## config.mk

```make
export PLATFORM = sky130hd
export DESIGN_NAME = ascii_number_parser_unit_flat
export DESIGN_NICKNAME = d
export VERILOG_FILES = /design/src/rtl/anp_pkg.sv /design/src/rtl/anp_in_if.sv /design/src/rtl/anp_out_if.sv /design/src/rtl/ascii_number_parser_unit.sv /design/src/flat_wrapper.sv
export SDC_FILE = /design/constraint.sdc
export NUM_CORES = 1
export LEC_CHECK = 0
export ABC_AREA = 0
export BUFFER_PORTS_ARGS = -buffer_cell sky130_fd_sc_hd__clkbuf_2
export CAP_MARGIN = 20
export CELL_PAD_IN_SITES_DETAIL_PLACEMENT = 1
export CELL_PAD_IN_SITES_GLOBAL_PLACEMENT = 1
export CORE_ASPECT_RATIO = 0.7
export CORE_MARGIN = 2
export CORE_UTILIZATION = 52
export DETAILED_ROUTE_END_ITERATION = 6
export GPL_ROUTABILITY_DRIVEN = 1
export PLACE_DENSITY_LB_ADDON = 0.1
export SYNTH_ARGS = -nofsm -noshare
export SYNTH_HDL_FRONTEND = slang
export SYNTH_SLANG_ARGS = --single-unit
```

## constraint.sdc

```tcl
create_clock -name clk -period 8.9 [get_ports clk]
set_clock_uncertainty 0.2 [all_clocks]
set_input_delay 1.335 -clock clk [delete_from_list [all_inputs] [get_ports clk]]
set_output_delay 1.335 -clock clk [all_outputs]
set_load 0.1 [all_outputs]
```

## src/rtl/anp_pkg.sv

```systemverilog
// ----------------------------------------------------------------------------
// anp_pkg - shared types and constants for the ASCII number parser
// Parse phases, body shape codes, register indexes and character codes.
// ----------------------------------------------------------------------------
package anp_pkg;

	localparam int unsigned ACC_W   = 33;
	localparam int unsigned VALUE_W = 32;
	localparam int unsigned CHAR_W  = 8;
	localparam int unsigned CFG_IDX_W  = 2;
	localparam int unsigned CFG_DATA_W = 3;

	// configuration register indexes
	localparam logic [CFG_IDX_W-1:0] CFG_MARK_MODE   = 2'd0;
	localparam logic [CFG_IDX_W-1:0] CFG_BASE_SELECT = 2'd1;
	localparam logic [CFG_IDX_W-1:0] CFG_RESULT_KIND = 2'd2;

	// mark modes; the unused code behaves as none
	localparam logic [1:0] MARK_NONE   = 2'd0;
	localparam logic [1:0] MARK_SUFFIX = 2'd1;
	localparam logic [1:0] MARK_PREFIX = 2'd2;

	// result kinds
	localparam logic [2:0] KIND_U8  = 3'd0;
	localparam logic [2:0] KIND_U16 = 3'd1;
	localparam logic [2:0] KIND_U32 = 3'd2;
	localparam logic [2:0] KIND_S8  = 3'd3;
	localparam logic [2:0] KIND_S16 = 3'd4;
	localparam logic [2:0] KIND_S32 = 3'd5;

	// accumulator selection, also the bit of its overflow flag
	localparam logic [1:0] BASE_DEC = 2'd0;
	localparam logic [1:0] BASE_HEX = 2'd1;
	localparam logic [1:0] BASE_OCT = 2'd2;

	localparam logic [CHAR_W-1:0] CH_SPACE = 8'h20;
	localparam logic [CHAR_W-1:0] CH_TAB   = 8'h09;
	localparam logic [CHAR_W-1:0] CH_CR    = 8'h0d;
	localparam logic [CHAR_W-1:0] CH_PLUS  = 8'h2b;
	localparam logic [CHAR_W-1:0] CH_MINUS = 8'h2d;
	localparam logic [CHAR_W-1:0] CH_0     = 8'h30;
	localparam logic [CHAR_W-1:0] CH_7     = 8'h37;
	localparam logic [CHAR_W-1:0] CH_9     = 8'h39;
	localparam logic [CHAR_W-1:0] CH_UA    = 8'h41;
	localparam logic [CHAR_W-1:0] CH_UF    = 8'h46;
	localparam logic [CHAR_W-1:0] CH_UH    = 8'h48;
	localparam logic [CHAR_W-1:0] CH_UX    = 8'h58;
	localparam logic [CHAR_W-1:0] CH_LA    = 8'h61;
	localparam logic [CHAR_W-1:0] CH_LF    = 8'h66;
	localparam logic [CHAR_W-1:0] CH_LH    = 8'h68;
	localparam logic [CHAR_W-1:0] CH_LX    = 8'h78;

	localparam logic [ACC_W-1:0] ACC_LIMIT = 33'h1_0000_0000;

	typedef enum logic [2:0] {
		PH_LEAD,
		PH_SIGN,
		PH_BODY,
		PH_TRAIL,
		PH_FAIL
	} phase_t;

	// shape of the body seen so far
	typedef enum logic [2:0] {
		TR_EMPTY,
		TR_ZERO,
		TR_X,
		TR_XDIG,
		TR_DIG,
		TR_DIG0,
		TR_HSUF,
		TR_BAD
	} shape_t;

endpackage

```

## src/rtl/anp_in_if.sv

```systemverilog
// ----------------------------------------------------------------------------
// anp_in_if - character channel
// One text character or an end mark per word, valid/ready handshake.
// ----------------------------------------------------------------------------
interface anp_in_if;
	logic       valid;
	logic       ready;
	logic [7:0] char_code;
	logic       is_end;

	modport source (output valid, output char_code, output is_end, input ready);
	modport sink   (input valid, input char_code, input is_end, output ready);
endinterface

```

## src/rtl/anp_out_if.sv

```systemverilog
// ----------------------------------------------------------------------------
// anp_out_if - result channel
// Parsed value and pass flag per word, valid/ready handshake.
// ----------------------------------------------------------------------------
interface anp_out_if;
	logic        valid;
	logic        ready;
	logic [31:0] value;
	logic        ok;

	modport source (output valid, output value, output ok, input ready);
	modport sink   (input valid, input value, input ok, output ready);
endinterface

```

## src/rtl/ascii_number_parser_unit.sv

```systemverilog
// Result path: a closing end word passes the input register, then the result register.
// Throughput: one word per cycle, but for the end-word stall below; the parse
// state (three constant-radix accumulators and the shape tracker) is updated per word.
// An end word waits in the input register only while an earlier result is
// still held unread in the result register.
// Reset (arst_n low, async): parse state cleared, registers to none/dec/u32.
// ----------------------------------------------------------------------------
// ascii_number_parser_unit - streaming text to integer converter
// Reads characters one word at a time and on the end word produces the
// value and a pass flag, with strtoul/strtol style rules and range check.
// ----------------------------------------------------------------------------
module ascii_number_parser_unit (
	input  logic                           clk,
	input  logic                           arst_n,
	anp_in_if.sink                         char_ch,
	anp_out_if.source                      res_ch,
	input  logic                           cfg_we,
	input  logic [anp_pkg::CFG_IDX_W-1:0]  cfg_index,
	input  logic [anp_pkg::CFG_DATA_W-1:0] cfg_wdata
);
	import anp_pkg::*;

	// configuration
	logic [1:0] mark_mode_q;
	logic       base_select_q;
	logic [2:0] result_kind_q;

	// input register
	logic              v_s1;
	logic [CHAR_W-1:0] char_s1;
	logic              end_s1;

	// parse state
	phase_t           phase_q, phase_d;
	shape_t           shape_q, shape_d;
	logic [ACC_W-1:0] dec_q, hex_q, oct_q;
	logic [ACC_W-1:0] dec_d, hex_d, oct_d;
	logic [2:0]       ovf_q, ovf_d;
	logic [1:0]       fail_q, fail_d;
	logic             neg_q, neg_d;

	// result register
	logic               out_v_q;
	logic [VALUE_W-1:0] value_q;
	logic               ok_q;

	logic in_fire, s1_adv, out_free;

	// character classes
	logic       is_sp, is_sign, is_dig, is_oct, is_hex, is_x, is_h, take_body;
	logic [3:0] hval;

	// end-of-text evaluation
	logic               fin_ok, sel_ok, rng_ok, hex_plain;
	logic [1:0]         which;
	logic [ACC_W-1:0]   mag;
	logic [VALUE_W-1:0] fin_val;

	// ------------------------------------------------------------------
	// Handshake: s1 advances unless it holds an end word facing a full,
	// unread result register.
	// ------------------------------------------------------------------
	assign out_free = !out_v_q || res_ch.ready;
	assign s1_adv   = v_s1 && (!end_s1 || out_free);
	assign char_ch.ready = !v_s1 || s1_adv;
	assign in_fire  = char_ch.valid && char_ch.ready;

	assign res_ch.valid = out_v_q;
	assign res_ch.value = value_q;
	assign res_ch.ok    = ok_q;

	// ------------------------------------------------------------------
	// Configuration
	// ------------------------------------------------------------------
	always_ff @(posedge clk or negedge arst_n) begin
		if (!arst_n) begin
			mark_mode_q   <= MARK_NONE;
			base_select_q <= 1'b0;
			result_kind_q <= KIND_U32;
		end else if (cfg_we) begin
			unique case (cfg_index)
				CFG_MARK_MODE:   mark_mode_q   <= cfg_wdata[1:0];
				CFG_BASE_SELECT: base_select_q <= cfg_wdata[0];
				CFG_RESULT_KIND: result_kind_q <= cfg_wdata;
				default: ;
			endcase
		end
	end

	// ------------------------------------------------------------------
	// Input register
	// ------------------------------------------------------------------
	always_ff @(posedge clk or negedge arst_n) begin
		if (!arst_n) begin
			v_s1 <= 1'b0;
		end else if (char_ch.ready) begin
			v_s1 <= char_ch.valid;
		end
	end

	always_ff @(posedge clk) begin
		if (in_fire) begin
			char_s1 <= char_ch.char_code;
			end_s1  <= char_ch.is_end;
		end
	end

	// ------------------------------------------------------------------
	// Character decode
	// ------------------------------------------------------------------
	always_comb begin
		is_sp   = (char_s1 == CH_SPACE) || (char_s1 >= CH_TAB && char_s1 <= CH_CR);
		is_sign = (char_s1 == CH_PLUS) || (char_s1 == CH_MINUS);
		is_dig  = (char_s1 >= CH_0) && (char_s1 <= CH_9);
		is_oct  = (char_s1 >= CH_0) && (char_s1 <= CH_7);
		is_x    = (char_s1 == CH_LX) || (char_s1 == CH_UX);
		is_h    = (char_s1 == CH_LH) || (char_s1 == CH_UH);
		is_hex  = 1'b1;
		hval    = '0;
		if (is_dig) begin
			hval = char_s1[3:0];
		end else if (char_s1 >= CH_LA && char_s1 <= CH_LF) begin
			hval = 4'(char_s1 - CH_LA + 8'd10);
		end else if (char_s1 >= CH_UA && char_s1 <= CH_UF) begin
			hval = 4'(char_s1 - CH_UA + 8'd10);
		end else begin
			is_hex = 1'b0;
		end
	end

	// ------------------------------------------------------------------
	// Phase sequencer: next state
	// ------------------------------------------------------------------
	always_comb begin
		phase_d = phase_q;
		if (end_s1) begin
			phase_d = PH_LEAD;
		end else begin
			unique case (phase_q)
				PH_LEAD: begin
					if (is_sign)     phase_d = PH_SIGN;
					else if (!is_sp) phase_d = PH_BODY;
				end
				PH_SIGN: begin
					phase_d = (is_sp || is_sign) ? PH_FAIL : PH_BODY;
				end
				PH_BODY: begin
					if (is_sp) phase_d = PH_TRAIL;
				end
				PH_TRAIL: begin
					if (!is_sp) phase_d = PH_FAIL;
				end
				default: phase_d = PH_FAIL;
			endcase
		end
	end

	// Phase sequencer: outputs (body character strobe)
	always_comb begin
		unique case (phase_q)
			PH_LEAD: take_body = !is_sp && !is_sign;
			PH_SIGN: take_body = !is_sp && !is_sign;
			PH_BODY: take_body = !is_sp;
			default: take_body = 1'b0;
		endcase
		take_body = take_body && !end_s1;
	end

	// ------------------------------------------------------------------
	// Accumulators: constant-radix multiply-add, saturating at 2^32
	// ------------------------------------------------------------------
	function automatic logic [ACC_W-1:0] sat_acc(input logic [ACC_W+3:0] n);
		sat_acc = (n > {4'd0, ACC_LIMIT}) ? ACC_LIMIT : n[ACC_W-1:0];
	endfunction

	logic [ACC_W+3:0] dec_n, hex_n, oct_n;

	always_comb begin
		dec_n = ({4'd0, dec_q} << 3) + ({4'd0, dec_q} << 1) + {33'd0, hval};
		hex_n = ({4'd0, hex_q} << 4) + {33'd0, hval};
		oct_n = ({4'd0, oct_q} << 3) + {33'd0, hval};

		dec_d  = dec_q;
		hex_d  = hex_q;
		oct_d  = oct_q;
		ovf_d  = ovf_q;
		fail_d = fail_q;
		neg_d  = neg_q || (phase_q == PH_LEAD && char_s1 == CH_MINUS);

		if (take_body) begin
			if (is_dig) begin
				dec_d = sat_acc(dec_n);
				if (dec_n > {4'd0, ACC_LIMIT}) ovf_d[BASE_DEC] = 1'b1;
			end else begin
				fail_d[0] = 1'b1;
			end
			if (is_hex) begin
				hex_d = sat_acc(hex_n);
				if (hex_n > {4'd0, ACC_LIMIT}) ovf_d[BASE_HEX] = 1'b1;
			end
			if (is_oct) begin
				oct_d = sat_acc(oct_n);
				if (oct_n > {4'd0, ACC_LIMIT}) ovf_d[BASE_OCT] = 1'b1;
			end else begin
				fail_d[1] = 1'b1;
			end
		end
	end

	// body shape tracker
	always_comb begin
		shape_d = shape_q;
		if (take_body) begin
			unique case (shape_q) inside
				TR_EMPTY: begin
					if (char_s1 == CH_0) shape_d = TR_ZERO;
					else                 shape_d = is_hex ? TR_DIG : TR_BAD;
				end
				TR_ZERO: begin
					if (is_x)        shape_d = TR_X;
					else if (is_hex) shape_d = TR_DIG0;
					else             shape_d = is_h ? TR_HSUF : TR_BAD;
				end
				TR_X: shape_d = is_hex ? TR_XDIG : TR_BAD;
				TR_XDIG, TR_DIG, TR_DIG0: begin
					if (!is_hex) shape_d = is_h ? TR_HSUF : TR_BAD;
				end
				default: shape_d = TR_BAD;
			endcase
		end
	end

	always_ff @(posedge clk or negedge arst_n) begin
		if (!arst_n) begin
			phase_q <= PH_LEAD;
			shape_q <= TR_EMPTY;
			dec_q   <= '0;
			hex_q   <= '0;
			oct_q   <= '0;
			ovf_q   <= '0;
			fail_q  <= '0;
			neg_q   <= 1'b0;
		end else if (s1_adv) begin
			if (end_s1) begin
				// text closed: back to the reset parse state
				phase_q <= PH_LEAD;
				shape_q <= TR_EMPTY;
				dec_q   <= '0;
				hex_q   <= '0;
				oct_q   <= '0;
				ovf_q   <= '0;
				fail_q  <= '0;
				neg_q   <= 1'b0;
			end else begin
				phase_q <= phase_d;
				shape_q <= shape_d;
				dec_q   <= dec_d;
				hex_q   <= hex_d;
				oct_q   <= oct_d;
				ovf_q   <= ovf_d;
				fail_q  <= fail_d;
				neg_q   <= neg_d;
			end
		end
	end

	// ------------------------------------------------------------------
	// End of text: pick the base, then range check for the result kind
	// ------------------------------------------------------------------
	always_comb begin
		hex_plain = (shape_q == TR_ZERO) || (shape_q == TR_XDIG) ||
			(shape_q == TR_DIG) || (shape_q == TR_DIG0);
		sel_ok = 1'b1;
		which  = BASE_DEC;
		unique case (mark_mode_q)
			MARK_SUFFIX: begin
				if (shape_q == TR_HSUF) which  = BASE_HEX;
				else if (fail_q[0])     sel_ok = 1'b0;
			end
			MARK_PREFIX: begin
				if (shape_q == TR_XDIG) begin
					which = BASE_HEX;
				end else if ((shape_q == TR_ZERO || shape_q == TR_DIG0) && !fail_q[1]) begin
					which = BASE_OCT;
				end else if (!(shape_q == TR_DIG && !fail_q[0])) begin
					sel_ok = 1'b0;
				end
			end
			default: begin
				if (base_select_q) begin
					which  = BASE_HEX;
					sel_ok = hex_plain;
				end else begin
					sel_ok = !fail_q[0];
				end
			end
		endcase

		unique case (which)
			BASE_HEX: mag = hex_q;
			BASE_OCT: mag = oct_q;
			default:  mag = dec_q;
		endcase

		fin_val = mag[VALUE_W-1:0];
		unique case (result_kind_q)
			KIND_U8:  rng_ok = !neg_q && mag <= 33'h0_0000_00ff;
			KIND_U16: rng_ok = !neg_q && mag <= 33'h0_0000_ffff;
			KIND_U32: rng_ok = !neg_q && !mag[ACC_W-1];
			KIND_S8:  rng_ok = neg_q ? (mag <= 33'h0_0000_0080) : (mag < 33'h0_0000_0080);
			KIND_S16: rng_ok = neg_q ? (mag <= 33'h0_0000_8000) : (mag < 33'h0_0000_8000);
			KIND_S32: rng_ok = neg_q ? (mag <= 33'h0_8000_0000) : (mag < 33'h0_8000_0000);
			default:  rng_ok = 1'b0;
		endcase
		if (neg_q) fin_val = VALUE_W'(0) - mag[VALUE_W-1:0];

		fin_ok = (phase_q == PH_BODY || phase_q == PH_TRAIL) && sel_ok &&
			!ovf_q[which] && rng_ok;
	end

	// ------------------------------------------------------------------
	// Result register
	// ------------------------------------------------------------------
	always_ff @(posedge clk or negedge arst_n) begin
		if (!arst_n) begin
			out_v_q <= 1'b0;
		end else if (out_free) begin
			out_v_q <= s1_adv && end_s1;
		end
	end

	always_ff @(posedge clk) begin
		if (s1_adv && end_s1) begin
			value_q <= fin_ok ? fin_val : '0;
			ok_q    <= fin_ok;
		end
	end

`ifndef SYNTHESIS
	a_fail_zero: assert property (@(posedge clk) disable iff (!arst_n)
		out_v_q && !ok_q |-> value_q == '0)
		else $error("failed result carries nonzero value");

	a_acc_sat: assert property (@(posedge clk) disable iff (!arst_n)
		dec_q <= ACC_LIMIT && hex_q <= ACC_LIMIT && oct_q <= ACC_LIMIT)
		else $error("accumulator beyond saturation limit");

	a_end_clear: assert property (@(posedge clk) disable iff (!arst_n)
		s1_adv && end_s1 |=> phase_q == PH_LEAD && shape_q == TR_EMPTY && !neg_q)
		else $error("parse state not cleared after end word");

	a_neg_phase: assert property (@(posedge clk) disable iff (!arst_n)
		neg_q |-> phase_q != PH_LEAD)
		else $error("minus flag set in leading space phase");

	a_end_hold: assert property (@(posedge clk) disable iff (!arst_n)
		v_s1 && end_s1 && out_v_q && !res_ch.ready |=> v_s1 && end_s1)
		else $error("end word dropped while result register full");
`endif

endmodule
```

## src/flat_wrapper.sv

```systemverilog
// flat-port wrapper written by rule: the top's interface ports become plain ports
module ascii_number_parser_unit_flat import anp_pkg::*;
  (clk, arst_n, cfg_we, cfg_index, cfg_wdata, char_ch_valid, char_ch_char_code, char_ch_is_end, char_ch_ready, res_ch_valid, res_ch_value, res_ch_ok, res_ch_ready);
  anp_in_if char_ch_i ();
  anp_out_if res_ch_i ();
  input  logic clk;
  input  logic arst_n;
  input  logic cfg_we;
  input  logic [anp_pkg::CFG_IDX_W-1:0] cfg_index;
  input  logic [anp_pkg::CFG_DATA_W-1:0] cfg_wdata;
  input wire logic [$bits(char_ch_i.valid)-1:0] char_ch_valid;
  input wire logic [$bits(char_ch_i.char_code)-1:0] char_ch_char_code;
  input wire logic [$bits(char_ch_i.is_end)-1:0] char_ch_is_end;
  output wire logic [$bits(char_ch_i.ready)-1:0] char_ch_ready;
  output wire logic [$bits(res_ch_i.valid)-1:0] res_ch_valid;
  output wire logic [$bits(res_ch_i.value)-1:0] res_ch_value;
  output wire logic [$bits(res_ch_i.ok)-1:0] res_ch_ok;
  input wire logic [$bits(res_ch_i.ready)-1:0] res_ch_ready;
  assign char_ch_i.valid = char_ch_valid;
  assign char_ch_i.char_code = char_ch_char_code;
  assign char_ch_i.is_end = char_ch_is_end;
  assign char_ch_ready = char_ch_i.ready;
  assign res_ch_valid = res_ch_i.valid;
  assign res_ch_value = res_ch_i.value;
  assign res_ch_ok = res_ch_i.ok;
  assign res_ch_i.ready = res_ch_ready;
  ascii_number_parser_unit u_core (.clk(clk), .arst_n(arst_n), .char_ch(char_ch_i), .res_ch(res_ch_i), .cfg_we(cfg_we), .cfg_index(cfg_index), .cfg_wdata(cfg_wdata));
endmodule
```

==> metrics.cfg <==
[route]
routed_wl_um = 39700
drt-initial-drc-count = 1076
avgViaCountPerCell = 6.58
vias = 11019
wl_per_cell_um = 23.7
drtAntennaViolNets = 0
drt_pass1_iterations = 5
drc = 0

[worst_hold_path]
hp-class = flop to flop
hold_start = u_core.ovf_q[1]$_DFFE_PN0P_

[cts]
clockRootBuffer = clkbuf_16
cts_tree = yes
clkSinkCount = 161
postCtsHoldBufs = 0
htree_levels = 4
clk_pin_slew_ns = 0.07
clk_latency_ns = 0.44
cts_setup_buffers = 0
cts_resized = 0
clock_path_buffers = 2
cts_buffers = 17

[pwr]
p_leak_uw = 0.00555
combPwrFrac_pct = 26.6
pwr-share-seq_pct = 38.6
peakVddDrop_mv = 0.174
p_int_uw = 1380
p_per_area_mw_per_mm2 = 167
sw_frac_of_total_pct = 36.0
p_clk_share_pct = 34.8
power.switching_uw = 775

[worst_setup_path]
path_cells = inv_1 > ha_1 > o21bai_1 > a21oi_1 > nor2_1 > nor2_1 > fa_1 > inv_1 > fa_1 > nand2b_1 > a21oi_1 > o211ai_1 > and4b_1 > o2111a_1 > a311oi_1 > nand4b_1 > o31ai_2 > nand2b_1 > o21ai_0
cp.arrival_ns = 7.04
slowest_delay_ns = 0.71
crit_path_top_delay_cell = nor2_1
startpoint = u_core.char_s1[0]$_DFFE_PP_
path_max_fanout = 23
crit_path_end_kind = flop
required_ns = 9.03
path_buf_inv = 2
worstSetupPathType = flop to flop
r2r-start = u_core.char_s1[0]$_DFFE_PP_
r2r_slack_ns = 1.99
cp-start-kind = flop
path_delay_family = compound AO/OA/AOI/OAI gates

[sta]
slew_headroom_pct = 34.7
min_period_ns = 6.91
worst_hold_slack_ns = 0.299
max_freq_ghz = 0.145
period_share_pct = 77.7
hold_violations = 0
setup_tns_ns = 0
rsz0062_at_grt = no
slew_violations = 0
setup_viol = 0
worstMarginPinSlew_ns = 0.977

[floorplanning]
pin_count = 54
coreArea_sq_mm = 0.0225
start_util_pct = 52.7
die_y_um = 130
dieArea_sq_mm = 0.0241
fp-row-count = 46
die_w_um = 185

[placement]
dp.cells = 1642
port-buffer-count = 53
gp_congestion = 0.920
dp_hpwl_um = 30300

[synth]
syn_inst = 1339
yosysSeqAreaShare_pct = 35.7
async_flop_share_pct = 73.9
syn-num-nets = 1438
syn_area_per_cell_sq_um = 8.86
yosys_warnings = 0
ys.flop_type = dfrtp_1
syn_area_sq_mm = 0.0119
synth_cell_types = 85
synth_edf_count = 42
synth_seq_cells = 161

[grt]
grt_max_degree = 62
antenna_found_initial = 0
track_usage_pct = 33.8
grt_pass1_wl_um = 62100
grt_pass1_vias = 10688
grt-ovfl-total = 0

[cells_and_area]
drive_gt1_share_pct = 11.6
layout.cells.non_filler = 1675
antenna_cells = 0
fin_nets = 1449
area_delta_synth_final_pct = 9.01

[status]
status = finished clean

[run]
maxCapViolCount = 0

metal layers:
layer / vias up / global-route usage (%) / wire length, um
met3: 49 / 7.20 / 3200
met2: 422 / 49.3 / 16500
met4: 0 / 9.22 / 837
li1: 5039 / - / -
met1: 5509 / 50.5 / 19200
met5: - / 0 / 0
power groups by stage:
stage / Clock [uW] / Sequential [uW] / Combinational, uW
2_1_floorplan: 0 / 875 / 355
3_3_place_gp: 0 / 842 / 529
3_5_place_dp: 0 / 845 / 547
4_1_cts: 752 / 830 / 557
5_1_grt: 782 / 837 / 613
6_report: 751 / 831 / 573
layout make-up:
class / count / area, sq um
flip-flops and latches: 161 / 4240
clock inverters: 10 / 97.6
clock buffers: 22 / 495
multi-input cells: 1054 / 7150
repair buffers: 66 / 369
inverters: 50 / 188
well taps: 312 / 390
fillers: 2658 / 9570
worst min-delay path, stage by stage (launching register included):
cell and delay (ns):
dfrtp_1 0.34, nor2_1 0.05, nor2_1 0.07
state kept, by name, summed over array words and instances (netlist names):
| signal | flops |
|---|---|
| u_core.base_select_q | 1 |
| u_core.char_s1 | 8 |
| u_core.dec_q | 33 |
| u_core.end_s1 | 1 |
| u_core.fail_q | 2 |
| u_core.hex_q | 33 |
| u_core.mark_mode_q | 2 |
| u_core.neg_q | 1 |
| u_core.oct_q | 33 |
| u_core.ovf_q | 3 |
| u_core.phase_q | 3 |
| u_core.res_ch.ok | 1 |
| u_core.res_ch.valid | 1 |
| u_core.res_ch.value | 32 |
| u_core.result_kind_q | 3 |
| u_core.shape_q | 3 |
| u_core.v_s1 | 1 |
path summary, 6_finish.rpt:
check,to,cells after the start
setup / recovery,u_core.dec_q[5]$_DFFE_PN0P_,19
min in group asynchronous,u_core.dec_q[31]$_DFFE_PN0P_,1
hold reg to reg,u_core.ovf_q[1]$_DFFE_PN0P_,2
max in group asynchronous,u_core.hex_q[28]$_DFFE_PN0P_,2
setup reg to reg,u_core.dec_q[5]$_DFFE_PN0P_,19
hold / removal,u_core.ovf_q[1]$_DFFE_PN0P_,2
through the flow:
step	power (uW)	instance area, sq um	setup slack (ns)	util [%]
floorplan	1230	11900	3.48	-
detailed placement	1390	12300	2.12	54.8
global placement	1370	12300	2.47	54.8
finish	2150	12900	1.99	57.5
global route	2230	12900	1.46	57.5
CTS	2140	12900	2.06	57.4
placed cells by master, fill, tap and decap left out, types with 11 or more instances in the layout:
| cell | synthesis | routed |
|---|---|---|
| a21o_1 | 11 | 11 |
| a22o_1 | 32 | 32 |
| nand4_1 | 26 | 26 |
| nand3_1 | 29 | 29 |
| xor2_1 | 43 | 43 |
| a221o_1 | 23 | 23 |
| and3_1 | 44 | 44 |
| clkbuf_2 | 3 | 52 |
| nand2_1 | 164 | 164 |
| clkbuf_16 | 0 | 18 |
| o31ai_1 | 12 | 12 |
| a21oi_1 | 63 | 62 |
| ha_1 | 78 | 78 |
| nor2_1 | 62 | 60 |
| dfrtp_1 | 118 | 118 |
| inv_1 | 49 | 48 |
| nor3_1 | 27 | 27 |
| o21ai_0 | 119 | 119 |
| xnor2_1 | 35 | 35 |
| a22oi_1 | 18 | 18 |
| edfxtp_1 | 42 | 42 |
| o21ai_2 | 20 | 20 |
| nor4_1 | 18 | 18 |
| buf_4 | 0 | 13 |
cell families after synthesis:
kind of cell	after synthesis	synth area share [%]
and+or+nand+nor	472	20.7
AOI/OAI and AO/OA	410	23.7
buffers and inverters	124	4.28
xor gates and xnor gates	78	5.76
adders and majority gates	80	8.56
muxes	14	1.28
DFF	161	35.7
cells in the mapped netlist, types with 7 or more instances:
master    instances  area (sq um)
nand2_1         164           616
o21bai_1          8          60.1
nor2b_1          10          62.6
o21ai_2          20           175
and3_1           44           275
or2_2            10          62.6
o21a_1            7          52.6
a21o_1           11          82.6
nand3_1          29           145
a21oi_1          63           315
or4_1             8          60.1
nor2_1           62           233
a32o_1            7          70.1
a221o_1          23           230
nand3b_1         10          75.1
a22o_1           32           280
dfrtp_1         118          2950
a211oi_1         10          75.1
o31ai_1          12          90.1
nor3_1           27           135
o21ai_0         119           596
o211ai_1          7          52.6
inv_1            49           184
xnor2_1          35           307
edfxtp_1         42          1260
mux2i_1           8          80.1
a22oi_1          18           135
buf_1             8          30.0
a31oi_1           9          56.3
and2_1            8          50.1
and4_1            7          61.3
buf_2            13          65.1
nor4_1           18           113
ha_1             78           976
or3_1            10          62.6
o22ai_1          10          62.6
nand2b_1          9          56.3
xor2_1           43           377
nand4_1          26           163
a21boi_0         10          75.1
clkbuf_1         47           176
Note: power is estimated with default switching activity, not from simulation.
